### src/nqnv_pkg.sv
// Shared constants and helper functions for the NQN validator.
`default_nettype none

package nqnv_pkg;

    localparam int CH_W       = 8;
    localparam int OUT_W      = 8;
    localparam int LIMIT_W    = 10;
    localparam int CFG_IDX_W  = 1;
    localparam int YEAR_W     = 14;
    localparam int MONTH_W    = 7;
    localparam int TAG_W      = 3;
    localparam int TAIL_W     = 6;

    localparam logic [CFG_IDX_W-1:0] REG_ALLOW_EMPTY  = 1'd0;
    localparam logic [CFG_IDX_W-1:0] REG_LENGTH_LIMIT = 1'd1;

    localparam logic [LIMIT_W-1:0] LIMIT_RESET   = 10'd224;
    localparam logic [YEAR_W-1:0]  EARLIEST_YEAR = 14'd2010;
    localparam logic [MONTH_W-1:0] FIRST_MONTH   = 7'd1;
    localparam logic [MONTH_W-1:0] LAST_MONTH    = 7'd12;
    localparam logic [TAIL_W-1:0]  UUID_LEN      = 6'd36;
    localparam logic [TAG_W-1:0]   TAG_LEN       = 3'd6;

    localparam logic [LIMIT_W:0]   MIN_NAME_LEN = 11'd12;

    localparam logic [LIMIT_W-1:0] POS_YEAR_END  = 10'd7;
    localparam logic [LIMIT_W-1:0] POS_DASH      = 10'd8;
    localparam logic [LIMIT_W-1:0] POS_MONTH_END = 10'd10;
    localparam logic [LIMIT_W-1:0] POS_DOT       = 10'd11;

    localparam logic [TAIL_W-1:0] SEP_0 = 6'd8;
    localparam logic [TAIL_W-1:0] SEP_1 = 6'd13;
    localparam logic [TAIL_W-1:0] SEP_2 = 6'd18;
    localparam logic [TAIL_W-1:0] SEP_3 = 6'd23;

    localparam logic [CH_W-1:0] CH_DOT   = 8'h2E;
    localparam logic [CH_W-1:0] CH_DASH  = 8'h2D;
    localparam logic [CH_W-1:0] CH_COLON = 8'h3A;
    localparam logic [CH_W-1:0] CH_0     = 8'h30;
    localparam logic [CH_W-1:0] CH_9     = 8'h39;
    localparam logic [CH_W-1:0] CH_UA    = 8'h41;
    localparam logic [CH_W-1:0] CH_UF    = 8'h46;
    localparam logic [CH_W-1:0] CH_UZ    = 8'h5A;
    localparam logic [CH_W-1:0] CH_LA    = 8'h61;
    localparam logic [CH_W-1:0] CH_LF    = 8'h66;
    localparam logic [CH_W-1:0] CH_LZ    = 8'h7A;

    function automatic logic [CH_W-1:0] prefix_char(input logic [1:0] i);
        logic [CH_W-1:0] c;
        case (i)
            2'd0:    c = 8'h6E;
            2'd1:    c = 8'h71;
            2'd2:    c = 8'h6E;
            default: c = CH_DOT;
        endcase
        return c;
    endfunction

    function automatic logic [CH_W-1:0] tag_char(input logic [TAG_W-1:0] i);
        logic [CH_W-1:0] c;
        case (i)
            3'd0:    c = CH_COLON;
            3'd1:    c = 8'h75;
            3'd2:    c = 8'h75;
            3'd3:    c = 8'h69;
            3'd4:    c = 8'h64;
            3'd5:    c = CH_COLON;
            default: c = '0;
        endcase
        return c;
    endfunction

endpackage

`default_nettype wire

### src/nvme_nqn_validator_unit.sv
// Streaming NVMe qualified name validator, one character per transaction.
// The verdict is registered and shows in the cycle after the last character.
// Throughput: one character per cycle; the per-character checks and state update
// sit between the input handshake and the name state and result registers.
// Input stalls only while a verdict is held and the output is not ready.
// Reset clears name state and output valid; allow_empty = 0, length_limit = 224.
`default_nettype none

module nvme_nqn_validator_unit
(
    input  wire logic                               clk,
    input  wire logic                               rst_n,
    input  wire logic                               cfg_we,
    input  wire logic [nqnv_pkg::CFG_IDX_W-1:0]     cfg_addr,
    input  wire logic [nqnv_pkg::LIMIT_W-1:0]       cfg_wdata,
    input  wire logic                               s_axis_tvalid,
    output logic                                    s_axis_tready,
    input  wire logic [nqnv_pkg::CH_W-1:0]          s_axis_tdata,  // [7:0] ch
    input  wire logic                               s_axis_tlast,  // last
    input  wire logic                               s_axis_tuser,  // [0] empty_name
    output logic                                    m_axis_tvalid,
    input  wire logic                               m_axis_tready,
    output logic [nqnv_pkg::OUT_W-1:0]              m_axis_tdata   // [0] valid_res
);

    import nqnv_pkg::*;

    logic                 allow_empty_reg;
    logic [LIMIT_W-1:0]   limit_reg;

    logic [LIMIT_W-1:0]   pos_reg,   pos_next;
    logic [YEAR_W-1:0]    year_reg,  year_next;
    logic [MONTH_W-1:0]   month_reg, month_next;
    logic                 failed_reg, failed_next;
    logic [TAG_W-1:0]     tag_reg,   tag_next;
    logic                 seen_reg,  seen_next;
    logic [TAIL_W-1:0]    tail_reg,  tail_next;

    logic                 out_valid_reg, out_valid_next;
    logic                 res_reg,   res_next;

    logic                 accept;
    logic [LIMIT_W:0]     n;
    logic [LIMIT_W:0]     limit_ext;
    logic                 is_digit, is_hex, is_allowed;
    logic [3:0]           digit;

    assign accept        = s_axis_tvalid && s_axis_tready;
    assign s_axis_tready = !out_valid_reg || m_axis_tready;
    assign m_axis_tvalid = out_valid_reg;
    assign m_axis_tdata  = {{(OUT_W-1){1'b0}}, res_reg};

    assign n         = {1'b0, pos_reg} + {{LIMIT_W{1'b0}}, 1'b1};
    assign limit_ext = {1'b0, limit_reg};
    assign digit     = s_axis_tdata[3:0];

    assign is_digit   = (s_axis_tdata >= CH_0) && (s_axis_tdata <= CH_9);
    assign is_hex     = is_digit
                        || ((s_axis_tdata >= CH_LA) && (s_axis_tdata <= CH_LF))
                        || ((s_axis_tdata >= CH_UA) && (s_axis_tdata <= CH_UF));
    assign is_allowed = is_digit
                        || ((s_axis_tdata >= CH_LA) && (s_axis_tdata <= CH_LZ))
                        || ((s_axis_tdata >= CH_UA) && (s_axis_tdata <= CH_UZ))
                        || (s_axis_tdata == CH_DOT) || (s_axis_tdata == CH_DASH)
                        || (s_axis_tdata == CH_COLON);

    // per-character checks, verdict and end-of-name state clear
    always_comb
    begin
        logic [YEAR_W-1:0]  year_calc;
        logic [MONTH_W-1:0] month_calc;
        logic [TAG_W-1:0]   tag_calc;
        logic               ok;

        year_calc   = YEAR_W'((year_reg << 3) + (year_reg << 1) + YEAR_W'(digit));
        month_calc  = MONTH_W'((month_reg << 3) + (month_reg << 1)
                               + MONTH_W'(digit));
        tag_calc    = '0;
        pos_next    = pos_reg;
        year_next   = year_reg;
        month_next  = month_reg;
        failed_next = failed_reg;
        tag_next    = tag_reg;
        seen_next   = seen_reg;
        tail_next   = tail_reg;

        if (!failed_reg)
        begin
            if (n >= limit_ext)
            begin
                failed_next = 1'b1;
            end
            if (pos_reg < 10'd4)
            begin
                if (s_axis_tdata != prefix_char(pos_reg[1:0]))
                begin
                    failed_next = 1'b1;
                end
            end
            else if (pos_reg <= POS_YEAR_END)
            begin
                if (!is_digit)
                begin
                    failed_next = 1'b1;
                end
                else
                begin
                    year_next = year_calc;
                    if ((pos_reg == POS_YEAR_END) && (year_calc < EARLIEST_YEAR))
                    begin
                        failed_next = 1'b1;
                    end
                end
            end
            else if (pos_reg == POS_DASH)
            begin
                if (s_axis_tdata != CH_DASH)
                begin
                    failed_next = 1'b1;
                end
            end
            else if (pos_reg <= POS_MONTH_END)
            begin
                if (!is_digit)
                begin
                    failed_next = 1'b1;
                end
                else
                begin
                    month_next = month_calc;
                    if ((pos_reg == POS_MONTH_END)
                        && ((month_calc < FIRST_MONTH) || (month_calc > LAST_MONTH)))
                    begin
                        failed_next = 1'b1;
                    end
                end
            end
            else if (pos_reg == POS_DOT)
            begin
                if (s_axis_tdata != CH_DOT)
                begin
                    failed_next = 1'b1;
                end
            end
            else if (!is_allowed)
            begin
                failed_next = 1'b1;
            end
            else if (seen_reg)
            begin
                if (tail_reg >= UUID_LEN)
                begin
                    failed_next = 1'b1;
                end
                else
                begin
                    if ((tail_reg == SEP_0) || (tail_reg == SEP_1)
                        || (tail_reg == SEP_2) || (tail_reg == SEP_3))
                    begin
                        if (s_axis_tdata != CH_DASH)
                        begin
                            failed_next = 1'b1;
                        end
                    end
                    else if (!is_hex)
                    begin
                        failed_next = 1'b1;
                    end
                    tail_next = tail_reg + 6'd1;
                end
            end
            else
            begin
                if (s_axis_tdata == tag_char(tag_reg))
                begin
                    tag_calc = tag_reg + 3'd1;
                end
                else
                begin
                    tag_calc = (s_axis_tdata == CH_COLON) ? 3'd1 : 3'd0;
                end
                if (tag_calc >= TAG_LEN)
                begin
                    seen_next = 1'b1;
                    tag_next  = '0;
                end
                else
                begin
                    tag_next = tag_calc;
                end
            end
        end

        pos_next = (n < limit_ext) ? n[LIMIT_W-1:0] : limit_reg;

        ok = !failed_next && (n >= MIN_NAME_LEN) && (!seen_next || (tail_next == UUID_LEN));

        out_valid_next = out_valid_reg && !m_axis_tready;
        res_next       = res_reg;

        if (accept)
        begin
            if (s_axis_tuser)
            begin
                out_valid_next = 1'b1;
                res_next       = allow_empty_reg;
            end
            else if (s_axis_tlast)
            begin
                out_valid_next = 1'b1;
                res_next       = ok;
            end
            if (s_axis_tuser || s_axis_tlast)
            begin
                pos_next    = '0;
                year_next   = '0;
                month_next  = '0;
                failed_next = 1'b0;
                tag_next    = '0;
                seen_next   = 1'b0;
                tail_next   = '0;
            end
        end
    end

    always_ff @(posedge clk or negedge rst_n)
    begin
        if (!rst_n)
        begin
            allow_empty_reg <= 1'b0;
            limit_reg       <= LIMIT_RESET;
        end
        else if (cfg_we)
        begin
            case (cfg_addr)
                REG_ALLOW_EMPTY:  allow_empty_reg <= cfg_wdata[0];
                REG_LENGTH_LIMIT: limit_reg       <= cfg_wdata;
                default:          limit_reg       <= limit_reg;
            endcase
        end
    end

    always_ff @(posedge clk or negedge rst_n)
    begin
        if (!rst_n)
        begin
            pos_reg    <= '0;
            year_reg   <= '0;
            month_reg  <= '0;
            failed_reg <= 1'b0;
            tag_reg    <= '0;
            seen_reg   <= 1'b0;
            tail_reg   <= '0;
        end
        else if (accept)
        begin
            pos_reg    <= pos_next;
            year_reg   <= year_next;
            month_reg  <= month_next;
            failed_reg <= failed_next;
            tag_reg    <= tag_next;
            seen_reg   <= seen_next;
            tail_reg   <= tail_next;
        end
    end

    always_ff @(posedge clk or negedge rst_n)
    begin
        if (!rst_n)
        begin
            out_valid_reg <= 1'b0;
        end
        else
        begin
            out_valid_reg <= out_valid_next;
        end
    end

    always_ff @(posedge clk)
    begin
        res_reg <= res_next;
    end

endmodule

`default_nettype wire

### config.mk
export PLATFORM = sky130hd
export DESIGN_NAME = nvme_nqn_validator_unit
export DESIGN_NICKNAME = d
export VERILOG_FILES = /design/src/nqnv_pkg.sv /design/src/nvme_nqn_validator_unit.sv
export SDC_FILE = /design/constraint.sdc
export NUM_CORES = 1
export LEC_CHECK = 0
export BUFFER_PORTS_ARGS = -buffer_cell sky130_fd_sc_hd__buf_2
export CORE_UTILIZATION = 55
export DETAILED_ROUTE_END_ITERATION = 8
export PLACE_DENSITY = 0.84
export SLEW_MARGIN = 20
export SYNTH_ARGS = -nofsm -noshare
export SYNTH_HDL_FRONTEND = slang
export SYNTH_SLANG_ARGS = --single-unit
export TNS_END_PERCENT = 5
### constraint.sdc
create_clock -name clk -period 9.1 [get_ports clk]
set_input_delay 0.91 -clock clk [delete_from_list [all_inputs] [get_ports clk]]
set_output_delay 0.91 -clock clk [all_outputs]
set_load 0.02 [all_outputs]
## Word level (Yosys, flattened, before mapping)

Cells that the tools add are included.

| operators by class | value |
|---|---|
| reductions and logical operators | 45 |
| bitwise operators | 1 |
| mux-type cells | 91 |
| $add $sub $neg | 7 |
| equal/unequal tests | 30 |
| order comparisons | 19 |

Operator list:

| operator | count |
|---|---|
| 2-to-1 mux 6 bit | 17 |
| 2-to-1 mux 8 bit | 10 |
| 2-to-1 mux 13 bit | 5 |
| 2-to-1 mux 3 bit | 19 |
| 2-to-1 mux 1 bit | 36 |
| less-or-equal comparator 8 x 7 -> 1 bit (second input constant) | 4 |
| equality test 10 x 4 -> 1 bit (second input constant) | 3 |
| case mux 7 bit (4 select lines) | 1 |
| equality test 8 x 6 -> 1 bit (second input constant) | 3 |
| 2-to-1 mux 10 bit | 2 |
| >= comparator 8 x 7 -> 1 bit (second input constant) | 2 |
| != test 8 x 6 -> 1 bit (second input constant) | 2 |
| adder 14 bit | 1 |
| adder 14 x 4 -> 14 bit | 1 |
| logical OR 1 bit | 14 |
| less-than comparator 14 x 11 -> 1 bit (second input constant) | 1 |
| != test 2 x 1 -> 1 bit (second input constant) | 7 |
| case mux 7 bit (2 select lines) | 1 |
| equality test 6 x 4 -> 1 bit (second input constant) | 2 |
| equality test 6 x 5 -> 1 bit (second input constant) | 2 |
| adder 10 x 1 -> 11 bit (second input constant) | 1 |
| >= comparator 11 x 10 -> 1 bit | 1 |
| >= comparator 11 x 4 -> 1 bit (second input constant) | 1 |
| logical AND 1 bit | 11 |
| other kinds (33) | 46 |

| storage, ports and cells | value |
|---|---|
| output and inout port bits | 10 |
| register bits after elaboration | 53 |
| logic and storage cells | 204 |

## Longest topological paths before layout

Gate-level depths: netlist of run 1.

| logic depth | value |
|---|---|
| depth in word-level cells | 39 |
| mapped depth | 15 |

## Least setup slack after synthesis of run 1

Ideal clock, no wire load.

| path | value |
|---|---|
| kind | in2reg |
| start | in s_axis_tdata[3] (netlist name) |
| end | reg res_reg (data pin) |
| slack | 5.027 ns |
| buffers on the path | 1 |
| data arrival time | 3.893 ns |
| data required time | 8.920 ns |
| cell stages on the path | 12 |
| cells stage by stage | buf_2 > inv_1 > fa_1 > fa_1 > nor2b_2 > o2111ai_1 > a31oi_1 > xnor2_1 > or4_1 > o2111ai_1 > a22oi_1 > o41ai_2 |

| on the way | value |
|---|---|
| word-level cells in the longest chain between the ends | 26 |
| elaborated cells on any way between the ends | 88 |
| those cells by class | add/sub (2); order compare (12); eq/ne (8); mux (46); reduce/logical (20) |

Ends and longest elaborated chain:

| item | line | text |
|---|---|---|
| start, declared | nvme_nqn_validator_unit.sv:18 | `input wire logic [nqnv_pkg::CH_W-1:0] s_axis_tdata,` |
| equality test 8 x 6 -> 1 bit | nvme_nqn_validator_unit.sv:65, nvme_nqn_validator_unit.sv:180 |  |
| 2-to-1 mux 1 bit | nvme_nqn_validator_unit.sv:180 | `tag_calc = (s_axis_tdata == CH_COLON) ? 3'd1 : 3'd0;` |
| 2-to-1 mux 3 bit | nvme_nqn_validator_unit.sv:174 | `if (s_axis_tdata == tag_char(tag_reg))` |
| 2-to-1 mux 3 bit | nvme_nqn_validator_unit.sv:149 | `else if (seen_reg)` |
| 2-to-1 mux 3 bit | nvme_nqn_validator_unit.sv:145 | `else if (!is_allowed)` |
| 2-to-1 mux 3 bit | nvme_nqn_validator_unit.sv:138 | `else if (pos_reg == POS_DOT)` |
| 2-to-1 mux 3 bit | nvme_nqn_validator_unit.sv:122 | `else if (pos_reg <= POS_MONTH_END)` |
| 2-to-1 mux 3 bit | nvme_nqn_validator_unit.sv:115 | `else if (pos_reg == POS_DASH)` |
| [10 not listed] | n/a |  |
| 2-to-1 mux 1 bit | nvme_nqn_validator_unit.sv:100 | `else if (pos_reg <= POS_YEAR_END)` |
| 2-to-1 mux 1 bit | nvme_nqn_validator_unit.sv:93 | `if (pos_reg < 10'd4)` |
| 2-to-1 mux 1 bit | nvme_nqn_validator_unit.sv:87 | `if (!failed_reg)` |
| logical NOT 1 bit | nvme_nqn_validator_unit.sv:196 | `ok = !failed_next && (n >= MIN_NAME_LEN) && (!seen_next \|\| (tail_next == UUID_LEN));` |
| logical OR 1 bit | nvme_nqn_validator_unit.sv:196 |  |
| logical AND 1 bit (*) | nvme_nqn_validator_unit.sv:196 |  |
| 2-to-1 mux 1 bit (*) | nvme_nqn_validator_unit.sv:208 | `else if (s_axis_tlast)` |
| 2-to-1 mux 1 bit (*) | nvme_nqn_validator_unit.sv:203 | `if (s_axis_tuser)` |
| end signal, assigned | nvme_nqn_validator_unit.sv:281 | `res_reg <= res_next;` |
| end, declared | nvme_nqn_validator_unit.sv:40 | `logic res_reg, res_next;` |

Mark *: on every way between the ends. The rest lies on a longest branch, timed or not. The select of a mux whose other input is x is not followed.
A chain may end at the register's enable or synchronous reset.

## Worst setup path in the final report of run 1

Ends and elaborated chain as after synthesis.

==> impl_metrics.env, run 1 <==
export IMPL_status="completed"
export IMPL_dp_cells=670
export IMPL_critPathMaxFanout=12
export IMPL_fin_cells=678
export IMPL_yosysSeqAreaShare_pct=27.6
export IMPL_cellInternalPower_uw=424
export IMPL_largest_reg_flops=13
export IMPL_dr_total_vias=4209
export IMPL_fill_cells=694
export IMPL_finalSetupViolCount=0
export IMPL_final_antenna_net_count=0
export IMPL_maxCapViolCount=0
export IMPL_rsz0062_at_grt="false"
export IMPL_syn_to_final_growth_pct=5.32
export IMPL_wirelength_um=11300
export IMPL_drv_slew=0
export IMPL_fin_setup_tns_ns=0
export IMPL_overflow=0
export IMPL_synth_area_leader_cell="dfrtp_1"
export IMPL_htreeDepth=2
export IMPL_p_comb_share_pct=29.5
export IMPL_critPathArrivalTime_ns=4.30
export IMPL_final_layout_size_suffix_gt1_share_pct=12.0
export IMPL_cts_tree="built"
export IMPL_cts_made_buffers=5
export IMPL_cp_data_required_time_ns=9.23
export IMPL_synth_ff_type="dfrtp_1"
export IMPL_fin_crit_ns=4.17
export IMPL_post_cts_buffers=0
export IMPL_critPathBufInv=2
export IMPL_grt_max_degree=53
export IMPL_track_usage_pct=25.6
export IMPL_die_w_um=95.9
export IMPL_coreArea_um2=8380
export IMPL_crit_chain="buf_2, inv_1, fa_1, fa_1, nor2b_2, o2111ai_1, a31oi_1, xnor2_1, or4_1, o2111ai_1, a22oi_1, o41ai_2"
export IMPL_ys_seq_elements=53
export IMPL_die_height_um=95.9
export IMPL_finClkSkew_ns=0.0155
export IMPL_synth_area_um2=4840
export IMPL_fin_ws_ns=4.93
export IMPL_power_density_nw_per_um2=124
export IMPL_synth_edf_count=1
export IMPL_initial_core_util_pct=57.8
export IMPL_gp_congestion=0.957
export IMPL_power_leakage_nw=2.34
export IMPL_via_per_inst=6.21
export IMPL_cts_sinks=53
export IMPL_cts_resized=0
export IMPL_clock_fmax_mhz=240
export IMPL_antenna_found_initial=0
export IMPL_clk_latency_ns=0.32
export IMPL_holdCritPathClass="reg2reg"
export IMPL_critPathTopFamily="compound AO/OA/AOI/OAI gates"
export IMPL_drt_first_pass_iters=5
export IMPL_drc_errors=0
export IMPL_cp_end_kind="flop"
export IMPL_p_clk_share_pct=27.0
export IMPL_ioPinCount=36
export IMPL_insertedDiodeCount=0
export IMPL_swShare_pct=33.0
export IMPL_rows=33
export IMPL_avgRoutedWirePerCell_um=16.6
export IMPL_cts_clk_slew_worst_paths_ns=0.10
export IMPL_finalCritPeriodShare_pct=45.8
export IMPL_p_total_uw=632
export IMPL_drtIter0Drc=338
export IMPL_cts_path_max_buffers=2
export IMPL_hold_viol=0
export IMPL_start_kind="input port"
export IMPL_cts_root_buf="clkbuf_8"
export IMPL_first_global_vias=4099
export IMPL_ys_async_sr_fraction_pct=98.1
export IMPL_crit_path_top_delay_cell="fa_1"
export IMPL_yosys_warnings=0
export IMPL_holdBufCountCts=0
export IMPL_tightest_slew_ns=0.990
export IMPL_net_switching_power_uw=208
export IMPL_layout_common_cells="ha_1 (53), dfrtp_1 (49), nand2_1 (41)"
export IMPL_worstSetupPathType="in2reg"
export IMPL_slowest_delay_ns=0.55
export IMPL_seq_area_um2=1340
export IMPL_syn_instance_count=562
export IMPL_grt_pass1_wl_um=18400
export IMPL_syn_avg_cell_area_um2=8.62
export IMPL_seq_power_share_pct=43.5
export IMPL_numPortBuffers=28
export IMPL_mostFrequentLayoutCell="ha_1"
export IMPL_vdd_drop_max_mv=0.0743
export IMPL_yosysUniqueCellTypes=76
export IMPL_hpwl_um=8430
export IMPL_ys_top_cells_by_area="dfrtp_1 (25%), ha_1 (14%), nand2_1 (3.2%), xnor2_1 (3.1%), inv_1 (2.9%)"
export IMPL_finish_instance_area_um2=5100
export IMPL_post_place_ws_ns=4.62
export IMPL_max_slew_margin_pct=34.0
export IMPL_synth_top_area_share_pct=25.3
export IMPL_nets=655
export IMPL_final_core_util_pct=60.9
export IMPL_fin_hold_ws_ns=0.506
export IMPL_dieArea_um2=9190
export IMPL_placed_cell_area_um2=4990
export IMPL_multi_input_area_um2=3220
## worst register-to-register path, stage by stage, from the launching register on
cell and delay [ns]:
dfrtp_1 0.52, ha_1 0.48, nand3_1 0.12, nor2_1 0.13
xor2_1 0.28, ha_1 0.31, a21o_1 0.18, a211o_1 0.31
a41oi_1 0.33, nand3_1 0.15, a22oi_1 0.20, a22oi_1 0.13
o41ai_2 0.35
## cell type report
class	count	area share, %
multi-input cells	444	63.1
flip-flops and latches	53	26.2
repair buffers	30	3.04
inverters	38	2.80
well taps	105	2.57
clock buffers	7	1.69
clock inverters	1	0.589
## power groups by stage
stage	registers [mW]	clock network [mW]	logic, mW
global placement	0.279	0	0.173
finish	0.275	0.170	0.187
CTS	0.275	0.171	0.184
global route	0.278	0.182	0.208
floorplan	0.275	0	0.140
detailed placement	0.280	0	0.183
## logic make-up (layout without fill, tap and decap cells)
logic type                 count (synthesis)  count (layout)  synth area share, %
and+or+nand+nor                          189             189                 20.7
AOI/OAI and AO/OA                        137             137                 19.2
buffers and inverters                     71              76                 6.41
adders and majority gates                 57              57                 15.3
DFF                                       53              53                 27.6
xor gates and xnor gates                  27              27                 4.88
muxes                                     27              27                 5.91
other                                      1               7               0.0774
## layer usage
metal,share of wire (%),GRT usage (%),up-vias
li1,-,-,2038
met1,43,31.0,2000
met2,49,44.5,143
met3,5.4,5.06,28
met4,2.6,10.1,0
met5,0,0,-
## synth_stat cells, types with 10 or more instances
cell type	number
a21oi_1	23
clkbuf_1	16
dfrtp_1	49
ha_1	53
inv_1	38
mux2_2	12
mux2i_1	14
nand2_1	41
nand2b_1	11
nand3_1	25
nor2_1	36
nor3_1	17
o21ai_0	28
o21ai_1	10
xnor2_1	17
xor2_1	10
## worst paths after layout
check,from,to,cells after the start,slack [ns]
max in group asynchronous,rst_n,year_reg[12]$_DFFE_PN0P_,2,7.95
min in group asynchronous,rst_n,limit_reg[9]$_DFFE_PN0P_,2,0.70
worst min-delay path,year_reg[11]$_DFFE_PN0P_,year_reg[11]$_DFFE_PN0P_,2,0.51
worst max-delay path,s_axis_tdata[3],res_reg$_DFFE_PP_,12,4.93
worst min register to register,year_reg[11]$_DFFE_PN0P_,year_reg[11]$_DFFE_PN0P_,2,0.51
worst max register to register,pos_reg[0]$_DFFE_PN0P_,res_reg$_DFFE_PP_,12,5.42
Power figures use the tool's default switching activity.
==> run 2, diff against run 1 <==
- PLACE_DENSITY: 0.84 -> 0.87
- clock period: 9.1 -> 3.5 ns (I/O delays scaled with it)
==> impl_metrics.env, run 2 (same netlist as run 1, synthesis figures left out) <==
export IMPL_htreeDepth=2
export IMPL_rrSetupSlack_ns=0.12
export IMPL_tightest_slew_ns=0.890
export IMPL_cts_root_buf="clkbuf_8"
export IMPL_final_layout_size_suffix_gt1_share_pct=17.2
export IMPL_cp_end_kind="flop"
export IMPL_cellInternalPower_mw=1.11
export IMPL_finalCritPeriodShare_pct=96.5
export IMPL_max_slew_margin_pct=40.5
export IMPL_hold_viol=0
export IMPL_gp_congestion=0.903
export IMPL_final_core_util_pct=63.4
export IMPL_numPortBuffers=28
export IMPL_critPathArrivalTime_ns=3.52
export IMPL_p_clk_share_pct=25.8
export IMPL_grt_pass1_wl_um=19400
export IMPL_holdCritPathClass="in2async"
export IMPL_fill_cells=672
export IMPL_reg2reg_from="year_reg[1]$_DFFE_PN0P_"
export IMPL_mostFrequentLayoutCell="ha_1"
export IMPL_dr_total_vias=4429
export IMPL_avgRoutedWirePerCell_um=16.6
export IMPL_die_height_um=95.9
export IMPL_cts_path_max_buffers=2
export IMPL_rsz0062_at_grt="true"
export IMPL_drt_first_pass_iters=5
export IMPL_rr_worst_depth=12
export IMPL_seq_power_share_pct=42.6
export IMPL_cts_clk_slew_worst_paths_ns=0.10
export IMPL_ioPinCount=36
export IMPL_cts_tree="built"
export IMPL_finalSetupViolCount=0
export IMPL_critPathMaxFanout=3
export IMPL_insertedDiodeCount=0
export IMPL_fin_hold_ws_ns=0.0477
export IMPL_layout_common_cells="ha_1 (52), dfrtp_1 (49), nand2_1 (41)"
export IMPL_grt_max_degree=50
export IMPL_maxCapViolCount=0
export IMPL_nets=676
export IMPL_cp_data_required_time_ns=3.64
export IMPL_drv_slew=0
export IMPL_die_w_um=95.9
export IMPL_status="completed"
export IMPL_fin_crit_ns=3.38
export IMPL_swShare_pct=33.6
export IMPL_wirelength_um=11600
export IMPL_via_per_inst=6.34
export IMPL_final_antenna_net_count=0
export IMPL_track_usage_pct=26.7
export IMPL_drc_errors=0
export IMPL_overflow=0
export IMPL_antenna_found_initial=0
export IMPL_net_switching_power_uw=561
export IMPL_cts_sinks=53
export IMPL_coreArea_um2=8380
export IMPL_first_global_vias=4366
export IMPL_vdd_drop_max_mv=0.284
export IMPL_syn_to_final_growth_pct=9.71
export IMPL_start_kind="flop"
export IMPL_largest_reg_flops=13
export IMPL_initial_core_util_pct=57.8
export IMPL_drtIter0Drc=332
export IMPL_clk_latency_ns=0.32
export IMPL_regToRegEndpoint="res_reg$_DFFE_PP_"
export IMPL_power_density_nw_per_um2=314
export IMPL_cts_made_buffers=5
export IMPL_finClkSkew_ns=0.0116
export IMPL_clock_fmax_mhz=296
export IMPL_worstSetupPathType="reg2reg"
export IMPL_p_comb_share_pct=31.6
export IMPL_hpwl_um=8640
export IMPL_rows=33
export IMPL_dieArea_um2=9190
export IMPL_power_leakage_nw=2.44
## run 2: cell count changes in the layout (fill, tap and decap cells not counted), moves of 2 or more
cell       before  now
inv_1          38   36
o2111ai_1       2    0
buf_4           2   24
inv_2           0    2
o2111ai_2       0    2
## run 2: area by class of cell
| class | instances | area, um2 | area share, % |
|---|---|---|---|
| clock buffers | 6 | 72.6 | 1.37 |
| clock inverters | 2 | 38.8 | 0.730 |
| inverters | 38 | 143 | 2.68 |
| multi-input cells | 444 | 3280 | 61.7 |
| flip-flops and latches | 53 | 1340 | 25.1 |
| well taps | 105 | 131 | 2.47 |
| repair buffers | 51 | 315 | 5.93 |
## run 2: repair_timing
item,in CTS,in global routing
hold buffers,0,0
endpoints found under the hold margin,0,0
gates resized for setup,0,13
setup endpoints to repair,0,1
setup buffers,0,3
## run 2: how the worst max path moves through the flow
stage / end / start / slack, ns / cells after the start
6_report: res_reg$_DFFE_PP_ / year_reg[1]$_DFFE_PN0P_ / 0.12 / 12
2_1_floorplan: res_reg$_DFFE_PP_ / s_axis_tdata[3] / 0.03 / 12
3_5_place_dp: res_reg$_DFFE_PP_ / s_axis_tdata[3] / -0.07 / 12
4_1_cts: res_reg$_DFFE_PP_ / year_reg[2]$_DFFE_PN0P_ / 0.02 / 11
3_3_place_gp: res_reg$_DFFE_PP_ / s_axis_tdata[3] / 0.006 / 12
5_1_grt: res_reg$_DFFE_PP_ / year_reg[0]$_DFFE_PN0P_ / -0.02 / 11
## run 2: critical path, cell delays in order (launching register included)
cell	delay (ns)
dfrtp_1	0.41
ha_1	0.29
ha_2	0.19
inv_2	0.05
fa_2	0.41
buf_4	0.15
xor2_1	0.15
nor3_1	0.22
o211ai_1	0.12
or4_1	0.56
o2111ai_2	0.26
a22oi_2	0.13
o41ai_2	0.28
## run 2: power by group through the flow
stage,Clock [mW],Sequential (mW),Combinational (mW)
after floorplan,0,0.714,0.364
after global placement,0,0.719,0.473
after detailed placement,0,0.723,0.499
after CTS,0.437,0.710,0.503
after global routing,0.457,0.718,0.588
final,0.430,0.710,0.526
## run 2: stage by stage
step                      cells  area, um2  TNS, ns  setup slack (ns)  power [mW]
final                       699       5320        0             0.121        1.67
after global routing        699       5320  -0.0214           -0.0214        1.76
after CTS                   696       5230        0            0.0212        1.65
after detailed placement    688       5120  -0.0670           -0.0670        1.22
after global placement      688       5120        0           0.00598        1.19
after floorplan             568       4870        0            0.0283        1.08
## run 2: metal layers
layer | wire length, um | GRT usage (%) | up-vias
li1 | - | - | 2093
met1 | 4720 | 32.2 | 2129
met2 | 5860 | 47.7 | 161
met3 | 678 | 4.03 | 46
met4 | 365 | 10.4 | 0
met5 | 0 | 0 | -
==> run 3, diff against run 2 <==
- SETUP_SLACK_MARGIN: unset -> 0.3
==> impl_metrics.env, run 3 (same netlist as run 1, synthesis figures left out) <==
export IMPL_final_layout_size_suffix_gt1_share_pct=18.0
export IMPL_ioPinCount=36
export IMPL_p_clk_share_pct=25.8
export IMPL_power_leakage_nw=2.47
export IMPL_seq_power_share_pct=42.5
export IMPL_cts_sinks=53
export IMPL_critPathMaxFanout=2
export IMPL_finClkSkew_ns=0.0196
export IMPL_track_usage_pct=26.5
export IMPL_dieArea_um2=9190
export IMPL_die_w_um=95.9
export IMPL_final_core_util_pct=63.9
export IMPL_critPathBufInv=2
export IMPL_antenna_found_initial=0
export IMPL_critPathArrivalTime_ns=3.48
export IMPL_layout_common_cells="ha_1 (52), dfrtp_1 (49), nand2_1 (41)"
export IMPL_placed_cell_area_um2=5090
export IMPL_avgRoutedWirePerCell_um=16.6
export IMPL_fin_cells=700
export IMPL_drtIter0Drc=353
export IMPL_rsz0062_at_grt="true"
export IMPL_p_comb_share_pct=31.7
export IMPL_hold_viol=0
export IMPL_drv_slew=0
export IMPL_initial_core_util_pct=57.8
export IMPL_cp_data_required_time_ns=3.64
export IMPL_fin_ws_ns=0.160
export IMPL_syn_to_final_growth_pct=10.6
export IMPL_die_height_um=95.9
export IMPL_worstSetupPathType="reg2reg"
export IMPL_slowest_delay_ns=0.55
export IMPL_seq_area_um2=1340
export IMPL_critPathTopFamily="adder cells"
export IMPL_largest_reg_flops=13
export IMPL_drt_first_pass_iters=5
export IMPL_tightest_slew_ns=0.585
export IMPL_cts_clk_slew_worst_paths_ns=0.11
export IMPL_cts_path_max_buffers=2
export IMPL_max_slew_margin_pct=60.5
export IMPL_cp_startpoint="year_reg[0]$_DFFE_PN0P_"
export IMPL_fin_setup_tns_ns=0
export IMPL_power_density_nw_per_um2=313
export IMPL_post_place_ws_ns=0.0255
export IMPL_reg2reg_from="year_reg[0]$_DFFE_PN0P_"
export IMPL_hpwl_um=8840
export IMPL_finalCritPeriodShare_pct=95.4
export IMPL_multi_input_area_um2=3320
export IMPL_finalSetupViolCount=0
export IMPL_clock_fmax_mhz=299
export IMPL_dp_cells=683
export IMPL_maxCapViolCount=0
export IMPL_cts_root_buf="clkbuf_8"
export IMPL_swShare_pct=34.0
export IMPL_first_global_vias=4115
export IMPL_coreArea_um2=8380
export IMPL_crit_path_top_delay_cell="or4_1"
export IMPL_cp_end_kind="flop"
export IMPL_gp_congestion=0.927
export IMPL_fill_cells=702
export IMPL_clk_latency_ns=0.32
export IMPL_via_per_inst=6.27
export IMPL_net_switching_power_uw=571
export IMPL_fin_crit_ns=3.34
export IMPL_numPortBuffers=28
export IMPL_mostFrequentLayoutCell="ha_1"
export IMPL_dr_total_vias=4389
export IMPL_htreeDepth=2
export IMPL_rows=33
export IMPL_status="completed"
export IMPL_insertedDiodeCount=0
export IMPL_wirelength_um=11600
export IMPL_min_from="cfg_wdata[1]"
export IMPL_holdCritPathClass="in2reg"
export IMPL_cellInternalPower_mw=1.11
export IMPL_grt_pass1_wl_um=19100
export IMPL_vdd_drop_max_mv=0.200
export IMPL_grt_max_degree=32
export IMPL_finish_instance_area_um2=5360
export IMPL_cts_made_buffers=5
export IMPL_overflow=0
export IMPL_cts_tree="built"
export IMPL_final_antenna_net_count=0
export IMPL_start_kind="flop"
export IMPL_nets=677
export IMPL_drc_errors=0
export IMPL_crit_chain="inv_1, fa_1, fa_2, buf_4, xor2_1, nor3_1, o211ai_1, or4_1, o2111ai_2, a22oi_2, o41ai_2"
==> run 3: cell types whose count changed in the layout (fill, tap and decap cells not counted), sizes merged <==
cell	change
clkbuf	-1
inv	+1
dlygate4sd3	+1
==> run 3: stage by stage <==
| step | total power [mW] | hold WS [ns] |
|---|---|---|
| 5_1_grt | 1.78 | 0.257 |
| 3_5_place_dp | 1.21 | 0.328 |
| 4_1_cts | 1.67 | 0.251 |
| 6_report | 1.68 | 0.256 |
| 2_1_floorplan | 1.08 | 0.0544 |
| 3_3_place_gp | 1.19 | 0.327 |
==> run 3: layout make-up <==
cell class	count	share of cell area (%)
multi-input combinational	444	61.9
timing repair buffer	52	6.02
sequential	53	24.9
tap	105	2.45
clock buffer	5	1.28
inverter	38	2.66
clock inverter	3	0.817
==> run 3: path summary, 6_finish.rpt <==
| check | end | slack [ns] | depth (start not counted) |
|---|---|---|---|
| max reg2reg | res_reg$_DFFE_PP_ | 0.16 | 11 |
| max in group asynchronous | limit_reg[7]$_DFFE_PN1P_ | 2.19 | 3 |
| max | res_reg$_DFFE_PP_ | 0.16 | 11 |
| min | limit_reg[1]$_DFFE_PN0P_ | 0.26 | 2 |
| min reg2reg | year_reg[12]$_DFFE_PN0P_ | 0.51 | 2 |
| min in group asynchronous | pos_reg[6]$_DFFE_PN0P_ | 0.51 | 2 |
==> run 3: metal layers <==
metal | wire length [um] | vias to the layer above | global-route usage [%]
li1 | - | 2100 | -
met1 | 4940 | 2092 | 34.9
met2 | 5700 | 168 | 44.6
met3 | 620 | 29 | 3.24
met4 | 341 | 0 | 9.70
met5 | 0 | - | 0
==> run 3: what timing repair did <==
item,4_1_cts,5_1_grt
endpoints found under the setup margin,1,11
setup buffers,7,1
pin swaps,9,3
resized for setup,6,8
hold buffers,1,0
hold endpoints to repair,19,0
==> run 3: worst reg2reg max path, cell delays in order (launching register included) <==
cell	delay (ns)
dfrtp_1	0.35
inv_1	0.06
fa_1	0.52
fa_2	0.39
buf_4	0.16
xor2_1	0.15
nor3_1	0.25
o211ai_1	0.12
or4_1	0.55
o2111ai_2	0.23
a22oi_2	0.12
o41ai_2	0.28
==> run 3: power by group through the flow <==
stage / logic (mW) / clock network, mW / registers, mW
after floorplan: 0.366 / 0 / 0.714
after global placement: 0.467 / 0 / 0.722
after detailed placement: 0.487 / 0 / 0.727
after CTS: 0.511 / 0.442 / 0.713
after global routing: 0.594 / 0.462 / 0.722
final: 0.533 / 0.432 / 0.714
